**config.mk**
```make
export PLATFORM = sky130hd
export DESIGN_NAME = mips_subset_decode_execute
export DESIGN_NICKNAME = d
export VERILOG_FILES = /design/src/hw/rtl/msde_pkg.sv /design/src/hw/rtl/msde_regfile.sv /design/src/hw/rtl/msde_exec.sv /design/src/hw/rtl/mips_subset_decode_execute.sv
export VERILOG_INCLUDE_DIRS = /design/src /design/src/hw/rtl
export SDC_FILE = /design/constraint.sdc
export NUM_CORES = 2
export LEC_CHECK = 0
export BUFFER_PORTS_ARGS = -buffer_cell sky130_fd_sc_hd__buf_4
export CORE_ASPECT_RATIO = 0.75
export CORE_MARGIN = 3
export CORE_UTILIZATION = 45
export DETAILED_ROUTE_END_ITERATION = 8
export HOLD_SLACK_MARGIN = 0.12
export SLEW_MARGIN = 20
export SYNTH_ARGS = -nofsm -noshare
export SYNTH_HDL_FRONTEND = slang
export SYNTH_SLANG_ARGS = --single-unit
```
**constraint.sdc**
```tcl
create_clock -name clk -period 12.28 [get_ports clk]
set_input_delay 1.228 -clock clk [delete_from_list [all_inputs] [get_ports clk]]
set_output_delay 1.228 -clock clk [all_outputs]
set_load 0.03 [all_outputs]
```
**src/hw/rtl/mips_subset_decode_execute_assert.svh**
```systemverilog
// Assertion macros used by the top-level RTL file. Each expects clk and rst_n in scope.
`ifndef MIPS_SUBSET_DECODE_EXECUTE_ASSERT_SVH
`define MIPS_SUBSET_DECODE_EXECUTE_ASSERT_SVH

// Condition must hold at every clock edge outside reset.
`define MSDE_ASSERT_ALWAYS(label, cond, msg) \
  label: assert property (@(posedge clk) disable iff (!rst_n) (cond)) else $error(msg);

// Antecedent at one edge requires the consequent at the next edge.
`define MSDE_ASSERT_NEXT(label, ante, cons, msg) \
  label: assert property (@(posedge clk) disable iff (!rst_n) (ante) |=> (cons)) \
    else $error(msg);

`endif

```
**src/hw/rtl/msde_pkg.sv**
```systemverilog
`default_nettype none
package msde_pkg;

  localparam int REG_COUNT = 32;
  localparam int RF_AW     = $clog2(REG_COUNT);

  // Opcodes
  localparam logic [5:0] OP_RTYPE = 6'h00;
  localparam logic [5:0] OP_ADDI  = 6'h08;
  localparam logic [5:0] OP_ANDI  = 6'h0C;
  localparam logic [5:0] OP_ORI   = 6'h0D;
  localparam logic [5:0] OP_LUI   = 6'h0F;
  localparam logic [5:0] OP_LW    = 6'h23;
  localparam logic [5:0] OP_SW    = 6'h2B;
  localparam logic [5:0] OP_BEQ   = 6'h04;
  localparam logic [5:0] OP_BNE   = 6'h05;

  // R-type funct codes
  localparam logic [5:0] FN_ADD = 6'h20;
  localparam logic [5:0] FN_SUB = 6'h22;
  localparam logic [5:0] FN_AND = 6'h24;
  localparam logic [5:0] FN_OR  = 6'h25;
  localparam logic [5:0] FN_SLT = 6'h2A;

  typedef enum logic [3:0] {
    K_ADD   = 4'd0,
    K_SUB   = 4'd1,
    K_AND   = 4'd2,
    K_OR    = 4'd3,
    K_SLT   = 4'd4,
    K_ADDI  = 4'd5,
    K_ANDI  = 4'd6,
    K_ORI   = 4'd7,
    K_LUI   = 4'd8,
    K_LW    = 4'd9,
    K_SW    = 4'd10,
    K_BEQ   = 4'd11,
    K_BNE   = 4'd12,
    K_BADF  = 4'd13,
    K_BADOP = 4'd14
  } kind_t;

  typedef struct packed {
    kind_t             kind;
    logic              wrote;
    logic [RF_AW-1:0]  dest_index;
    logic [31:0]       dest_value;
    logic              branch_taken;
  } exec_t;

  typedef struct packed {
    logic              en;
    logic [RF_AW-1:0]  addr;
    logic [31:0]       data;
  } rf_wr_t;

endpackage
`default_nettype wire

```
**src/hw/rtl/msde_regfile.sv**
```systemverilog
`default_nettype none
module msde_regfile (
  input  wire                          clk,
  input  wire                          rst_n,
  input  wire                          rd_en,
  input  wire  [msde_pkg::RF_AW-1:0]   rd_addr_a,
  input  wire  [msde_pkg::RF_AW-1:0]   rd_addr_b,
  input  wire  msde_pkg::rf_wr_t       wr,
  output logic [31:0]                  rd_data_a,
  output logic [31:0]                  rd_data_b
);

  logic [31:0]                     mem [msde_pkg::REG_COUNT];
  logic [msde_pkg::REG_COUNT-1:0]  valid_r;
  logic [31:0]                     q_a_r, q_b_r;
  logic                            vld_a_r, vld_b_r;
  logic                            byp_a_r, byp_b_r;
  logic [31:0]                     byp_data_r;

  // Write port and per-entry valid bits; an entry never written reads as zero.
  always_ff @(posedge clk) begin
    if (wr.en) begin
      mem[wr.addr] <= wr.data;
    end
  end

  always_ff @(posedge clk) begin
    if (!rst_n) begin
      valid_r <= '0;
    end else if (wr.en) begin
      valid_r[wr.addr] <= 1'b1;
    end
  end

  // Registered read; capture a same-edge write as a bypass.
  always_ff @(posedge clk) begin
    if (rd_en) begin
      q_a_r <= mem[rd_addr_a];
      q_b_r <= mem[rd_addr_b];
    end
  end

  always_ff @(posedge clk) begin
    if (!rst_n) begin
      vld_a_r <= 1'b0;
      vld_b_r <= 1'b0;
      byp_a_r <= 1'b0;
      byp_b_r <= 1'b0;
    end else if (rd_en) begin
      vld_a_r <= valid_r[rd_addr_a];
      vld_b_r <= valid_r[rd_addr_b];
      byp_a_r <= wr.en && (wr.addr == rd_addr_a);
      byp_b_r <= wr.en && (wr.addr == rd_addr_b);
    end
  end

  always_ff @(posedge clk) begin
    if (rd_en) begin
      byp_data_r <= wr.data;
    end
  end

  assign rd_data_a = byp_a_r ? byp_data_r : (vld_a_r ? q_a_r : 32'd0);
  assign rd_data_b = byp_b_r ? byp_data_r : (vld_b_r ? q_b_r : 32'd0);

endmodule
`default_nettype wire

```
**src/hw/rtl/msde_exec.sv**
```systemverilog
`default_nettype none
module msde_exec (
  input  wire  [31:0]           instr,
  input  wire  [31:0]           op_a,
  input  wire  [31:0]           op_b,
  output msde_pkg::exec_t       res
);

  logic [5:0]                   opcode, funct;
  logic [msde_pkg::RF_AW-1:0]   rt, rd;
  logic [15:0]                  imm;
  logic [31:0]                  simm, zimm;
  msde_pkg::kind_t              kind;
  logic                         wr, taken;
  logic [msde_pkg::RF_AW-1:0]   dst;
  logic [31:0]                  val;

  assign opcode = instr[31:26];
  assign rt     = instr[20:16];
  assign rd     = instr[15:11];
  assign funct  = instr[5:0];
  assign imm    = instr[15:0];
  assign simm   = {{16{imm[15]}}, imm};
  assign zimm   = {16'd0, imm};

  always_comb begin
    kind  = msde_pkg::K_BADOP;
    wr    = 1'b0;
    taken = 1'b0;
    val   = 32'd0;
    dst   = rt;
    unique case (opcode)
      msde_pkg::OP_RTYPE: begin
        dst = rd;
        wr  = 1'b1;
        unique case (funct)
          msde_pkg::FN_ADD: begin kind = msde_pkg::K_ADD; val = op_a + op_b; end
          msde_pkg::FN_SUB: begin kind = msde_pkg::K_SUB; val = op_a - op_b; end
          msde_pkg::FN_AND: begin kind = msde_pkg::K_AND; val = op_a & op_b; end
          msde_pkg::FN_OR:  begin kind = msde_pkg::K_OR;  val = op_a | op_b; end
          msde_pkg::FN_SLT: begin
            kind = msde_pkg::K_SLT;
            val  = {31'd0, $signed(op_a) < $signed(op_b)};
          end
          default: begin kind = msde_pkg::K_BADF; wr = 1'b0; end
        endcase
      end
      msde_pkg::OP_ADDI: begin kind = msde_pkg::K_ADDI; wr = 1'b1; val = op_a + simm; end
      msde_pkg::OP_ANDI: begin kind = msde_pkg::K_ANDI; wr = 1'b1; val = op_a & zimm; end
      msde_pkg::OP_ORI:  begin kind = msde_pkg::K_ORI;  wr = 1'b1; val = op_a | zimm; end
      msde_pkg::OP_LUI:  begin kind = msde_pkg::K_LUI;  wr = 1'b1; val = {imm, 16'd0}; end
      msde_pkg::OP_LW:   kind = msde_pkg::K_LW;
      msde_pkg::OP_SW:   kind = msde_pkg::K_SW;
      msde_pkg::OP_BEQ:  begin kind = msde_pkg::K_BEQ; taken = (op_a == op_b); end
      msde_pkg::OP_BNE:  begin kind = msde_pkg::K_BNE; taken = (op_a != op_b); end
      default:           kind = msde_pkg::K_BADOP;
    endcase

    // Drop writes that do not happen or that target register zero.
    res.kind         = kind;
    res.branch_taken = taken;
    if (wr && (dst != '0)) begin
      res.wrote      = 1'b1;
      res.dest_index = dst;
      res.dest_value = val;
    end else begin
      res.wrote      = 1'b0;
      res.dest_index = '0;
      res.dest_value = 32'd0;
    end
  end

endmodule
`default_nettype wire

```
**src/hw/rtl/mips_subset_decode_execute.sv**
```systemverilog
// Flow: an accepted transaction is registered in execute, then in the output register.
// Throughput: one instruction per cycle unless the output stalls; the register file
// has two read ports and one write port; a write at the edge of a read is bypassed into it.
// Reset (rst_n low, synchronous) empties the pipeline and clears the register
// file's per-entry valid bits at once, so every register reads as zero; there is
// no clearing pass, and an input transaction may be accepted right after reset.
`default_nettype none
`include "mips_subset_decode_execute_assert.svh"
module mips_subset_decode_execute (
  input  wire                 clk,
  input  wire                 rst_n,
  input  wire                 in_valid,
  output logic                in_ready,
  input  wire  [31:0]         in_instr_word,
  output logic                out_valid,
  input  wire                 out_ready,
  output logic [3:0]          out_kind,
  output logic                out_wrote,
  output logic [4:0]          out_dest_index,
  output logic signed [31:0]  out_dest_value,
  output logic                out_branch_taken
);

  // Pipeline:
  //   accept  - the transaction's rs and rt go to the register file read ports
  //   execute - read data is back; decode and execute, write back on advance
  //   output  - result register holds the transaction until out_ready
  logic              in_fire;
  logic              s1_vld_r, s1_vld_nxt;
  logic [31:0]       s1_instr_r;
  logic              s1_adv;
  logic              out_vld_r, out_vld_nxt;
  msde_pkg::exec_t   out_res_r;
  msde_pkg::exec_t   ex_res;
  msde_pkg::rf_wr_t  rf_wr;
  logic [31:0]       rf_a, rf_b;
  logic              out_stalled, out_taken, out_is_branch;

  // Execute stage advances whenever the output register is empty or draining.
  assign s1_adv   = s1_vld_r && (!out_vld_r || out_ready);
  assign in_ready = !s1_vld_r || s1_adv;
  assign in_fire  = in_valid && in_ready;

  // Register file write happens at the edge where the instruction leaves execute.
  assign rf_wr.en   = s1_adv && ex_res.wrote;
  assign rf_wr.addr = ex_res.dest_index;
  assign rf_wr.data = ex_res.dest_value;

  msde_regfile u_rf (
    .clk       (clk),
    .rst_n     (rst_n),
    .rd_en     (in_fire),
    .rd_addr_a (in_instr_word[25:21]),
    .rd_addr_b (in_instr_word[20:16]),
    .wr        (rf_wr),
    .rd_data_a (rf_a),
    .rd_data_b (rf_b)
  );

  msde_exec u_exec (
    .instr (s1_instr_r),
    .op_a  (rf_a),
    .op_b  (rf_b),
    .res   (ex_res)
  );

  always_comb begin
    s1_vld_nxt = in_fire ? 1'b1 : (s1_adv ? 1'b0 : s1_vld_r);
    if (s1_adv) begin
      out_vld_nxt = 1'b1;
    end else if (out_ready) begin
      out_vld_nxt = 1'b0;
    end else begin
      out_vld_nxt = out_vld_r;
    end
  end

  always_ff @(posedge clk) begin
    if (!rst_n) begin
      s1_vld_r  <= 1'b0;
      out_vld_r <= 1'b0;
    end else begin
      s1_vld_r  <= s1_vld_nxt;
      out_vld_r <= out_vld_nxt;
    end
  end

  // Payload registers: capture the instruction on accept and the result when execute advances, hold otherwise.
  always_ff @(posedge clk) begin
    if (in_fire) begin
      s1_instr_r <= in_instr_word;
    end
    if (s1_adv) begin
      out_res_r <= ex_res;
    end
  end

  assign out_valid        = out_vld_r;
  assign out_kind         = out_res_r.kind;
  assign out_wrote        = out_res_r.wrote;
  assign out_dest_index   = out_res_r.dest_index;
  assign out_dest_value   = $signed(out_res_r.dest_value);
  assign out_branch_taken = out_res_r.branch_taken;

  assign out_stalled   = out_vld_r && !out_ready;
  assign out_taken     = out_vld_r && out_res_r.branch_taken;
  assign out_is_branch = (out_res_r.kind == msde_pkg::K_BEQ) ||
                         (out_res_r.kind == msde_pkg::K_BNE);

  // Register zero is never written.
  `MSDE_ASSERT_ALWAYS(a_no_r0_write, !rf_wr.en || (rf_wr.addr != '0), "write to register zero")
  // Input stalls only when execute is full and cannot drain.
  `MSDE_ASSERT_ALWAYS(a_stall_cause, in_ready || (s1_vld_r && out_stalled), "spurious input stall")
  // An accepted transaction occupies execute in the next cycle.
  `MSDE_ASSERT_NEXT(a_accept_fill, in_fire, s1_vld_r, "accepted transaction lost")
  // A branch outcome only comes with a branch kind.
  `MSDE_ASSERT_ALWAYS(a_taken_kind, !out_taken || out_is_branch, "branch_taken on non-branch")

endmodule
`default_nettype wire
```
======== Yosys cells after proc, flatten, opt, wreduce, memory -nomap -nowiden ========
Memory sizes are Yosys's and may differ from the RTL's. A register that Yosys moved wholly into a read port is not among the register bits.
Index checks and enable logic that the tools add are counted.
cells by class
  add/subtract/negate cells ............... 3
  order comparisons ....................... 5
  eq/ne operators ......................... 17
  mux-type cells .......................... 25
  bitwise logic cells ..................... 5
  reductions and logical operators ........ 17
operators by type and width
  kind                count
  $pmux 32 s5         2
  $mux 32             4
  $add 32x32->32      2
  $or 32x32->32       2
  $eq 6x6->1 const B  7
  $mux 38             1
  $pmux 4 s9          1
  $and 32x16->32      1
  $and 32x32->32      1
  $eq 32x32->1        1
  $lt 32x32->1        1
  $ne 32x32->1        1
  $or 32x16->32       1
  $sub 32x32->32      1
  $eq 6x4->1 const B  4
  $pmux 4 s5          1
  $lt 5x6->1 const B  3
  $eq 6x3->1 const B  2
  $bmux 1 s5          2
  $eq 5x5->1          2
  $mux 1              10
  $logic_and 1x1->1   7
  $logic_not 6->1     1
  $demux 1 s5         1
  other kinds (9)     13
word-level totals
  register bits after elaboration ......... 145
  RAM bits ................................ 1,024
  bits of input ports ..................... 36
  output and inout bits ................... 45
  logic and storage cells ................. 87
  memories ................................ 1
memories
  name      depth  width  rd ports  clocked after memory_dff  write ports  line                text
  u_rf.mem  32     32     2         2                         1            msde_regfile.sv:13  logic [31:0] mem [msde_pkg::REG_COUNT];

======== Depth between registers and ports, before layout ========
  depth after elaboration ................. 11
  depth in mapped cells ................... 18
  depth with buffers taken out ............ 16

======== Hierarchy ========
A second synthesis with hierarchy kept.
unflattened totals
  cells, all modules ...................... 3,548
  area, all modules ....................... 62,179.6 um^2
by module, submodules not included
  module                      instances  cells each  area each (um^2)  seq. area each (um^2)
  msde_regfile                1          2,290       52,170.0          34,352.9
  msde_exec                   1          1,172       7,643.6           0.0
  mips_subset_decode_execute  1          86          2,366.0           2,292.2

======== Worst setup path before layout ========
OpenSTA, ideal clock, no wires.
  kind .................................... input -> register
  from .................................... input out_ready
  to ...................................... memory u_rf.mem[15][0] (enable)
  setup time .............................. 0.423 ns
  data arrival time ....................... 5.603 ns
  path slack .............................. 6.255 ns
  stages .................................. 4
  buffers on the path ..................... 0
  cell sequence ........................... nor2b_1 nor2b_1 nand3_1 nor2_1
on the way
  cells in the longest elaborated chain, start to end .. 5
ends and longest elaborated chain
  what                          line                              text
  start: declaration            mips_subset_decode_execute.sv:16  input wire out_ready,
  $logic_or 1x1->1              mips_subset_decode_execute.sv:40  assign s1_adv = s1_vld_r && (!out_vld_r || out_ready);
  $logic_and 1x1->1             mips_subset_decode_execute.sv:40
  $logic_and 1x1->1             mips_subset_decode_execute.sv:45  assign rf_wr.en = s1_adv && ex_res.wrote;
  $mux 1                        msde_regfile.sv:22                if (wr.en) begin
  $mux 1 (not written as such)  msde_regfile.sv:23                mem[wr.addr] <= wr.data;
  end: declaration              msde_regfile.sv:13
No other way between the ends.

==> reports/metrics.yaml <==
outcome:
  run_status: "complete, no violations"
global_routing:
  vias_in_the_first_global_route: 36340
  grt.total_usage_pct: 26.80
  grt_antenna_before_repair: 3
  first_pass_grt_wire_length_um: 269100
  grt_max_degree: 161
  grt_remaining_overflow: 0
timing:
  report.final.setup_viol: 0
  hold_slack_ns: 0.4848
  report.final.hold_viol_count: 0
  relSlewSlack_pct: 15.65
  worst_slack_ns: 5.461
  timing_worst_slew_pin_value_ns: 1.257
  max_freq_mhz: 146.6
  setup_tns_ns: 0
  finalClockSkew_ns: 0.07237
  crit_share_post_route_pct: 55.53
  rsz_0062_raised_after_global_routing: "no"
  period_minus_slack_ns: 6.819
  max_slew_violation_count: 0
synthesis:
  syn_area_um2: 61330
  synth-edff-count: 1190
  yosys_warnings: 0
  mapped_avg_cell_area_um2: 17.90
  yosys_register_bits: 1228
  post_synth_inst_count: 3426
  most_used_dff_post_synth: "sky130_fd_sc_hd__edfxtp_1"
  seq_area_frac_synth_pct: 59.51
  synthArstFlopShare_pct: 0
  synthDistinctLibCells: 81
clock_network:
  cts_root_buf: "sky130_fd_sc_hd__clkbuf_16"
  clk_transition_reported_paths_ns: 0.06
  cts_sinks: 1228
  post-cts-setup-buffer-count: 0
  cts_tree: "built"
  cts.path.max_buffers: 3
  post_cts.resized_instances: 0
  tritoncts.num_buffers: 119
  clk-insertion-delay-late_ns: 0.78
  cts-htree-levels: 3
  holdBufCountCts: 0
placement:
  place_congestion: 0.9770
  numPortBuffers: 80
  dp_worst_setup_slack_ns: 5.899
  post-dp-hpwl_um: 111800
power_and_ir_drop:
  power.clock.fraction_pct: 40.9
  power_density_nw_per_um2: 129.7
  part_of_the_power_in_registers_pct: 51.8
  power.share.switching_pct: 23.41
  worst_ir_drop_on_vdd_mv: 0.1205
  p_comb_share_pct: 7.3
  leakagePower_nw: 24.52
  p_switching_mw: 2.080
  p_int_mw: 6.804
setup_path:
  critical_path_peak_fanout: 34
  crit_path_cell_trace: "nor2b_4 -> a22o_1 -> ha_1 -> a21o_1 -> a21oi_1 -> o31ai_1 -> nand2_1 -> a311oi_1 -> a311oi_1 -> o41ai_1 -> a211o_1 -> o211a_1 -> o21ai_0 -> a31oi_4"
  timing.critical_path.from_type: "register"
  crit_slowest_cell: "sky130_fd_sc_hd__a311oi_1"
  timing_worst_setup_path_type: "reg -> reg"
  slowest_delay_ns: 1.09
  critPathArrivalTime_ns: 7.20
  endpoint_kind: "register"
  crit_top_cell: "sky130_fd_sc_hd__a311oi_1"
  cp_required_ns: 12.66
die:
  design.portCount: 81
  die_x_um: 432.3
  floorplan.core_area_um2: 134400
  row_count: 116
  die-area_um2: 140800
  initial_core_util_pct: 45.63
  dieHeight_um: 325.7
route:
  routedWlPerCell_um: 35.18
  antenna_violating_nets_post_route: 0
  route.detailed.vias_per_inst: 6.765
  drt-initial-drc-count: 5228
  remaining_drc_errors: 0
  route.final.wire_length_um: 189400
  routed-via-count: 36430
  drt_pass1_iterations: 8
cells_and_area:
  drive_gt1_share_pct: 32.52
  seq_area_um2: 36500
  fin_nets: 3696
  post-route-util_pct: 50.95
  num-fill-cells: 10770
  area_delta_synth_final_pct: 11.65
  multi_input_comb_area_um2: 24030
worst_hold_path:
  hp-class: "reg -> reg"
run:
  drv.max_cap_violation_count: 0
routing by layer:
metal / wire length (µm) / track usage, % / vias up
li1: - / - / 14550
met1: 78200 / 39.70 / 19490
met2: 87090 / 40.52 / 2082
met3: 17640 / 4.988 / 303
met4: 6467 / 8.350 / 2
met5: 12 / 0 / -
layout by cell type, fill, tap and decap left out, types with 20 or more instances in the layout:
| cell type | instances |
|---|---|
| sky130_fd_sc_hd__a21o_1 | 22 |
| sky130_fd_sc_hd__a21oi_1 | 107 |
| sky130_fd_sc_hd__a22o_1 | 63 |
| sky130_fd_sc_hd__buf_4 | 159 |
| sky130_fd_sc_hd__clkbuf_16 | 119 |
| sky130_fd_sc_hd__clkinv_1 | 25 |
| sky130_fd_sc_hd__clkinv_2 | 24 |
| sky130_fd_sc_hd__conb_1 | 32 |
| sky130_fd_sc_hd__dfxtp_1 | 36 |
| sky130_fd_sc_hd__edfxtp_1 | 1190 |
| sky130_fd_sc_hd__ha_1 | 143 |
| sky130_fd_sc_hd__inv_1 | 114 |
| sky130_fd_sc_hd__mux2_2 | 66 |
| sky130_fd_sc_hd__mux4_2 | 660 |
| sky130_fd_sc_hd__nand2_1 | 120 |
| sky130_fd_sc_hd__nand3_1 | 25 |
| sky130_fd_sc_hd__nor2_1 | 83 |
| sky130_fd_sc_hd__nor2_4 | 35 |
| sky130_fd_sc_hd__nor3_1 | 27 |
| sky130_fd_sc_hd__o21a_1 | 37 |
| sky130_fd_sc_hd__o21ai_0 | 78 |
| sky130_fd_sc_hd__o221ai_1 | 24 |
| sky130_fd_sc_hd__xnor2_1 | 47 |
| sky130_fd_sc_hd__xor2_1 | 20 |
registers in the layout, summed over array words and instances (netlist names), 4 cells and up:
name and cells:
out_dest_value 32, u_rf.valid_r 32, s1_instr_r 27, u_rf.mem 1024, out_dest_index 5, u_rf.q_b_r 32, out_kind 4, u_rf.byp_data_r 32
u_rf.q_a_r 32
final cells by class:
cell class              count  share of cell area (%)
diodes                      1                0.003654
clock buffers             146                   4.672
clock inverters            74                  0.9794
inverters                 120                  0.6651
multi-input cells        1874                   35.10
flip-flops and latches   1228                   53.30
well taps                1770                   3.234
repair buffers            171                   2.048
power groups by stage:
stage | Clock, mW | Combinational (mW) | Sequential, mW
final | 3.64 | 0.646 | 4.60
after detailed placement | 0 | 0.637 | 4.69
after floorplan | 0 | 0.433 | 4.68
after global placement | 0 | 0.634 | 4.69
after global routing | 3.87 | 0.685 | 4.60
after CTS | 3.70 | 0.639 | 4.60
cells by family (layout without fill, tap and decap cells):
family / count (synthesis) / count (layout) / share of synthesized area (%)
AO/OA/AOI/OAI: 503 / 503 / 5.804
XOR/XNOR: 67 / 67 / 0.9568
adder cells (fa/ha/maj): 146 / 146 / 3.015
buffers and inverters: 355 / 511 / 2.181
flip-flops: 1228 / 1228 / 59.51
multiplexers: 742 / 742 / 25.71
other: 1 / 33 / 0.006114
AND/OR/NAND/NOR: 384 / 384 / 2.819
cells in the mapped netlist (11+ instances only):
| cell | count | area [µm²] |
|---|---|---|
| sky130_fd_sc_hd__o21ai_0 | 80 | 400.4 |
| sky130_fd_sc_hd__o21bai_1 | 12 | 90.09 |
| sky130_fd_sc_hd__inv_1 | 115 | 431.7 |
| sky130_fd_sc_hd__nor2_1 | 132 | 495.5 |
| sky130_fd_sc_hd__a31oi_1 | 12 | 75.07 |
| sky130_fd_sc_hd__a22o_1 | 63 | 551.8 |
| sky130_fd_sc_hd__nand2_1 | 120 | 450.4 |
| sky130_fd_sc_hd__buf_1 | 47 | 176.4 |
| sky130_fd_sc_hd__nor3_1 | 28 | 140.1 |
| sky130_fd_sc_hd__xor2_1 | 20 | 175.2 |
| sky130_fd_sc_hd__a221oi_1 | 11 | 96.34 |
| sky130_fd_sc_hd__xnor2_1 | 47 | 411.6 |
| sky130_fd_sc_hd__nand2b_1 | 11 | 68.82 |
| sky130_fd_sc_hd__nand3_1 | 25 | 125.1 |
| sky130_fd_sc_hd__o21a_1 | 37 | 277.8 |
| sky130_fd_sc_hd__edfxtp_1 | 1190 | 35730 |
| sky130_fd_sc_hd__a21oi_1 | 111 | 555.5 |
| sky130_fd_sc_hd__a21o_1 | 22 | 165.2 |
| sky130_fd_sc_hd__a222oi_1 | 13 | 130.1 |
| sky130_fd_sc_hd__clkbuf_1 | 184 | 690.7 |
| sky130_fd_sc_hd__nor2b_1 | 18 | 112.6 |
| sky130_fd_sc_hd__ha_1 | 143 | 1789 |
| sky130_fd_sc_hd__o211ai_1 | 13 | 97.59 |
| sky130_fd_sc_hd__mux2i_1 | 15 | 150.1 |
| sky130_fd_sc_hd__mux4_2 | 660 | 14860 |
| sky130_fd_sc_hd__dfxtp_1 | 38 | 760.7 |
| sky130_fd_sc_hd__nor4_1 | 11 | 68.82 |
| sky130_fd_sc_hd__o221ai_1 | 24 | 210.2 |
| sky130_fd_sc_hd__mux2_2 | 66 | 743.2 |
metrics by stage:
stage	power (mW)	instances	area (µm²)
2_1_floorplan	5.117	3457	61450
3_3_place_gp	5.325	5161	64530
3_5_place_dp	5.327	5161	64530
4_1_cts	8.943	5381	68400
5_1_grt	9.160	5383	68470
6_report	8.884	5384	68480
path summary, 6_finish.rpt:
check / start / endpoint / slack (ns) / cells past startpoint
max: u_rf.byp_a_r / u_rf.mem[16][25] / 5.46 / 14
min: u_rf.valid_r[6] / u_rf.valid_r[6] / 0.48 / 1
max reg2reg: u_rf.byp_a_r / u_rf.mem[16][25] / 5.46 / 14
min reg2reg: u_rf.valid_r[6] / u_rf.valid_r[6] / 0.48 / 1
critical path: cells and delay by family (launching register included):
family	cells	cell delay [ns]
simple gates	2	1.16
fa+ha+maj	1	0.24
flops	1	0.62
compound gates	11	4.35
Power figures use the tool's default switching activity.
